**src/sv/int8_mac_requantize_unit_assert.svh**
```systemverilog
// assertion helpers, used inside modules that have clk and rst_n
`ifndef INT8_MAC_REQUANTIZE_UNIT_ASSERT_SVH
`define INT8_MAC_REQUANTIZE_UNIT_ASSERT_SVH

// same-cycle implication
`define IMR_ASSERT_NOW(lbl, ante, cons, msg) \
  lbl: assert property (@(posedge clk) disable iff (!rst_n) (ante) |-> (cons)) else $error(msg);

// next-cycle implication
`define IMR_ASSERT_NXT(lbl, ante, cons, msg) \
  lbl: assert property (@(posedge clk) disable iff (!rst_n) (ante) |=> (cons)) else $error(msg);

`endif

```
**src/sv/imr_pkg.sv**
```systemverilog
`timescale 1ns / 1ps
`default_nettype none

package imr_pkg;

  localparam int CFG_AW = 3;
  localparam int CFG_DW = 31;

  // register indexes
  localparam logic [CFG_AW-1:0] REG_INPUT_OFFSET   = 3'd0;
  localparam logic [CFG_AW-1:0] REG_MULTIPLIER     = 3'd1;
  localparam logic [CFG_AW-1:0] REG_SHIFT          = 3'd2;
  localparam logic [CFG_AW-1:0] REG_OUT_ZERO_POINT = 3'd3;
  localparam logic [CFG_AW-1:0] REG_RELU_MODE      = 3'd4;

  // reset values
  localparam logic [7:0]  RST_INPUT_OFFSET   = 8'd0;
  localparam logic [30:0] RST_MULTIPLIER     = 31'd1158164864;
  localparam logic [4:0]  RST_SHIFT          = 5'd1;
  localparam logic [7:0]  RST_OUT_ZERO_POINT = 8'h80;
  localparam logic        RST_RELU_MODE      = 1'b1;

  // controller commands to the datapath
  typedef struct packed {
    logic acc_en;
    logic mul_en;
    logic shf_en;
    logic out_load;
  } imr_cmd_t;

endpackage

`default_nettype wire

```
**src/sv/imr_ctrl.sv**
```systemverilog
`timescale 1ns / 1ps
`default_nettype none
`include "int8_mac_requantize_unit_assert.svh"

module imr_ctrl
  import imr_pkg::*;
(
  input  wire logic     clk,
  input  wire logic     rst_n,
  input  wire logic     in_valid,
  input  wire logic     in_last,
  output logic          in_ready,
  output logic          out_valid,
  input  wire logic     out_ready,
  output imr_cmd_t      cmd
);

  typedef enum logic [3:0] {
    ST_IDLE = 4'b0001,
    ST_MUL  = 4'b0010,
    ST_SHF  = 4'b0100,
    ST_CLP  = 4'b1000
  } state_t;

  state_t state_r, state_nxt;
  logic   out_valid_r, out_valid_nxt;
  logic   accept;

  assign in_ready  = (state_r == ST_IDLE);
  assign accept    = in_valid && in_ready;
  assign out_valid = out_valid_r;

  always_comb begin
    cmd          = '0;
    cmd.acc_en   = accept;
    cmd.mul_en   = (state_r == ST_MUL);
    cmd.shf_en   = (state_r == ST_SHF);
    cmd.out_load = (state_r == ST_CLP) && (!out_valid_r || out_ready);
  end

  always_comb begin
    state_nxt = state_r;
    case (state_r)
      ST_IDLE: begin
        if (accept && in_last) state_nxt = ST_MUL;
      end
      ST_MUL:  state_nxt = ST_SHF;
      ST_SHF:  state_nxt = ST_CLP;
      ST_CLP: begin
        if (cmd.out_load) state_nxt = ST_IDLE;
      end
      default: state_nxt = ST_IDLE;
    endcase
  end

  always_comb begin
    out_valid_nxt = out_valid_r;
    if (cmd.out_load) begin
      out_valid_nxt = 1'b1;
    end else if (out_ready) begin
      out_valid_nxt = 1'b0;
    end
  end

  always_ff @(posedge clk) begin
    if (!rst_n) begin
      state_r     <= ST_IDLE;
      out_valid_r <= 1'b0;
    end else begin
      state_r     <= state_nxt;
      out_valid_r <= out_valid_nxt;
    end
  end

  `IMR_ASSERT_NXT(a_last_starts_req, accept && in_last, state_r == ST_MUL, "last beat did not start requantize")
  `IMR_ASSERT_NXT(a_mul_to_shf, state_r == ST_MUL, state_r == ST_SHF, "multiply stage did not advance")
  `IMR_ASSERT_NOW(a_valid_rise_src, $rose(out_valid_r), $past(state_r == ST_CLP), "result shown without clamp stage")
  `IMR_ASSERT_NXT(a_clp_waits, (state_r == ST_CLP) && out_valid_r && !out_ready, state_r == ST_CLP, "clamp stage overwrote a waiting result")

endmodule

`default_nettype wire

```
**config.mk**
```make
export PLATFORM = sky130hd
export DESIGN_NAME = imr_ctrl
export DESIGN_NICKNAME = d
export VERILOG_FILES = /design/src/sv/imr_pkg.sv /design/src/sv/imr_ctrl.sv
export VERILOG_INCLUDE_DIRS = /design/src /design/src/sv
export SDC_FILE = /design/constraint.sdc
export NUM_CORES = 1
export LEC_CHECK = 0
export BUFFER_PORTS_ARGS = -buffer_cell sky130_fd_sc_hd__clkbuf_2
export CORE_AREA = 2 2 39 41
export CTS_CLUSTER_DIAMETER = 120
export DETAILED_ROUTE_END_ITERATION = 7
export DIE_AREA = 0 0 41 43
export GPL_TIMING_DRIVEN = 0
export HOLD_SLACK_MARGIN = 0.05
export PLACE_DENSITY_LB_ADDON = 0.12
export SLEW_MARGIN = 30
export SYNTH_ARGS = -nofsm -noshare
export SYNTH_HDL_FRONTEND = slang
export SYNTH_SLANG_ARGS = --single-unit
```
**constraint.sdc**
```tcl
create_clock -name clk -period 1.6 [get_ports clk]
set_input_delay 0.16 -clock clk [delete_from_list [all_inputs] [get_ports clk]]
set_output_delay 0.16 -clock clk [all_outputs]
set_load 0.02 [all_outputs]
```
* Word-level counts from Yosys, hierarchy flattened
Cells that the tools add are included.
** Word-level totals
- Register bits :: 5
- Input bits :: 5
- Output and inout port bits :: 6
** Operators by class
- Equal/unequal tests :: 6
- Mux-type cells :: 5
- Reduce and logical (&&, ||, !) cells :: 7
** Operators by type and width (count)
- $pmux W4 S4 :: 1
- $mux W4 :: 2
- $eq A4 B1 Y1 const B :: 1
- $eq A4 B2 Y1 const B :: 1
- $eq A4 B3 Y1 const B :: 1
- $eq A4 B4 Y1 const B :: 1
- $logic_and A1 B1 Y1 :: 3
- $mux W1 :: 2
- $ne A2 B1 Y1 const B :: 1
- $ne A2 B2 Y1 const B :: 1
- $reduce_and A2 Y1 :: 1
- $reduce_bool A2 Y1 :: 1
- $logic_not A1 Y1 :: 1
- $logic_or A1 B1 Y1 :: 1

* Depth between registers and ports, before layout
- Word-level depth :: 5
- Gate-level depth with buffers :: 5

* Least setup slack after synthesis
Ideal clock, no wire load.
- Path type :: reg2reg
- Start :: reg state_r[2]
- End :: reg state_r[0]
- Arrival time :: 1.459 ns
- Required time :: 1.433 ns
- Path slack :: -0.026 ns
- Cell stages (with the launch flop) :: 3
- Buffers on the path :: 0
- Period minus slack after synthesis :: 1.626 ns
- Cell sequence :: dfxtp_1 nor4b_1 o221ai_1
** RTL lines
- start: declaration :: line imr_ctrl.sv:25 : state_t state_r, state_nxt;
- start signal: assignment :: line imr_ctrl.sv:70 : state_r <= state_nxt;

* Worst setup path after layout
- Start :: reg state_r[3]
- End :: out cmd[3] (netlist bit)
** Between the ends
- Cells in the longest elaborated chain, start to end :: 2
** RTL lines
- $eq A4 B1 Y1 :: line imr_ctrl.sv:29 : assign in_ready = (state_r == ST_IDLE);
- $logic_and A1 B1 Y1 :: line imr_ctrl.sv:30 : assign accept = in_valid && in_ready;
- end: declaration :: line imr_ctrl.sv:15 : output imr_cmd_t cmd
Every way passes these cells.

==> impl_results.md <==
* Total standard cell area after synthesis at 273 µm²
* Reg-to-reg critical path endpoint: state_r[0]
* Count of final setup violators at 0
* Clock Pin Slew Worst Setup and Hold Paths at 0.04 ns
* Sw Share at 24.3%
* Antenna-violating nets left at 0
* First-pass GRT wire length at 979 µm
* Final standard cell area without fillers at 423 µm²
* Start-to-end type of the worst setup path: flop to primary output
* Portion of synthesized cell area occupied by the leading cell type at 36.7%
* Max IR drop VDD at 0.000259 V
* FF-to-FF Start: state_r[3]
* Final weighted congestion in routability-driven placement at 0.613
* Max-cap violation count at 0
* Syn_nets at 35
* CP Data Arrival Time at 1.36 ns
* Net Switching at 0.0000819 W
* Drt pass-1 iters at 2
* Layout cells sized above 1 at 60.0%
* Crit. End Element: primary output
* IO buf count at 10
* Path depth of the worst reg2reg path at 4
* Fmax achieved at 0.656 GHz
* Required time worst endpoint at 1.44 ns
* Count of hold-fix buffers inserted at cts at 0
* Length of routed met2 wiring at 372 µm
* Synthesis Warnings at 0
* Maximum clock skew at final layout at 0.00482 ns
* Type of origin of the critical path: flop
* Power per cell area at 797 nW/µm²
* Antenna violations before repair at 0
* Detail Placement HPWL at 464 µm
* Distinct cells, synth at 17
* Area growth, synth to finish at 55.0%
* Result of the run: finished clean
* Worst slew slack as a fraction of its limit at 78.7%
* Clock sink count at 5
* Floorplan Core Area at 1380 µm²
* Number of cells on the worst hold path at 2
* Later-pin clock latency in the skew report at 0.24 ns
* Comb pwr share at 17.3%
* Total CTS buffers at 3
* Total Die Area at 1760 µm²
* Layout net count at 51
* Vertical die dimension at 43 µm
* Unrepaired setup endpoints after global routing: no
* Per-cell via count in the routed design at 4.41
* WL/cell at 10.4 µm
* Syn Inst Count at 30
* Cell type with the largest total area after synthesis: dfxtp_1
* Clock tree from TritonCTS: built
* Leakage power at 0.181 nW
* Number of rows in the core area at 14
* Routed metal-1 wire length at 227 µm
* Hold Fails Final Rpt at 0
* Diodes inserted at 0
* Placement Cell Area at 349 µm²
* Hold_sp: rst_n
* Die X-Extent at 41 µm
* Residual DRC count at 0
* CTS Buffer Depth at 2
* Met3 wirelength from detailed routing at 32 µm
* Vias at 269
* Overflow left after global routing at 0
* Setup ws final at 0.0753 ns
* Top cells by area in the synthesized netlist: dfxtp_1 (37%), nor2b_1 (9.2%), buf_4 (8.3%)
* Number of DRC violations after detailed-routing iteration 0 at 2
* Mean post-synth cell area at 9.09 µm²
* Cell at the root of the clock tree: clkbuf_4
* Top routing layer in use: met3
* # IOs at 11
* Shortest period the worst path allows at 1.52 ns
* Portion of the post-synthesis area used by sequential elements at 36.7%
* Worst slack at placement at 0.125 ns
* Largest net degree at the start of global routing at 8
* Via count of the first global-routing pass at 256
* Worst min-delay path endpoint: state_r[0]
* Final critical-path share of the clock period at 95.3%
* Number of H-tree branching levels at 1
* Worst-Margin Slew at 0.319 ns
* Initial Utilization at 19.7%
* Start point of the critical path: state_r[3]
* Number of max-slew violations in the final report at 0
* Class of the tightest hold or removal check: input pin to flop
* Detailed Route WL at 632 µm
* Fraction of power consumed by sequential logic at 40.6%
* Sum of negative setup slack at 0 ns
* Global-route total usage across every layer at 8.76%
* Int Power at 0.000255 W
* Number of storage elements in the synthesis netlist at 5
* Clk pwr share at 42.1%
* Maximum fanout count along the critical path at 3
* Commonest non-fill, non-tap cells in the layout: clkbuf_2 (9), buf_4 (4), nor2b_1 (3), clkbuf_4 (3)
* Register-to-register setup slack at 0.40 ns
* Commonest non-fill, non-tap cell in the layout: clkbuf_2
## registers in the layout (all words and copies together), names as in the netlist
register	flops
out_valid	1
state_r	4
## how the worst max path moves through the flow
stage,to,cells past startpoint
after floorplan,cmd[3],5
after global placement,cmd[3],6
after detailed placement,cmd[3],6
after CTS,cmd[0],5
after global routing,cmd[3],5
final,cmd[3],5
## stage by stage
stage | power, W | hold WS [ns] | utilization, % | std cells
after global placement | 0.000183 | 0.382 | 25.2 | 56
after floorplan | 0.000167 | 0.239 | - | 30
after global routing | 0.000358 | 0.172 | 30.6 | 61
after detailed placement | 0.000183 | 0.393 | 25.2 | 56
final | 0.000337 | 0.150 | 30.6 | 61
after CTS | 0.000345 | 0.136 | 29.9 | 61
## layer usage
layer	vias up	GRT usage, %
li1	136	-
met1	126	9.09
met2	7	12.8
met3	0	1.57
met4	0	10.0
met5	-	0
## worst max-delay path, stage by stage (launching register included)
cell and delay [ns]:
dfxtp_4 0.34, nand2b_4 0.13, or3_4 0.33, inv_2 0.06, and2_4 0.13, clkbuf_8 0.13
## logic make-up after synthesis
family | Yosys count | share of synthesized area, %
buffers and inverters | 5 | 11.0
AO/OA/AOI/OAI | 5 | 13.8
flip-flops | 5 | 36.7
AND/OR/NAND/NOR | 15 | 38.5
## synthesized netlist by cell type
master	n
dfxtp_1	5
nor2b_1	4
and2_1	3
buf_4	3
nor4b_1	2
o21a_1	2
a21oi_1	1
a311oi_1	1
and3_1	1
inv_1	1
inv_2	1
nand2b_1	1
nand4bb_1	1
nor3b_1	1
nor4_1	1
o221ai_1	1
or3_1	1
## repair_timing
| item | in CTS | in global routing |
|---|---|---|
| pin swaps | 1 | 1 |
| resized for setup | 9 | 3 |
| endpoints found under the setup margin | 2 | 4 |
| buffers inserted | 2 | 0 |
## power by group through the flow
stage	sequential (W)	clock, W	combinational, W
2_1_floorplan	0.000137	0	0.0000305
3_3_place_gp	0.000139	0	0.0000448
3_5_place_dp	0.000138	0	0.0000452
4_1_cts	0.000136	0.000151	0.0000582
5_1_grt	0.000138	0.000158	0.0000623
6_report	0.000137	0.000142	0.0000582
## cell type report
type | count | area (µm²)
plain buffers | 2 | 15.0
clock buffers | 4 | 26.3
fillers | 161 | 961
inverters | 2 | 7.51
multi-input cells | 20 | 171
flip-flops and latches | 5 | 109
well taps | 16 | 20.0
repair buffers | 12 | 73.8
No activity file was read; power rests on OpenSTA's default activity.
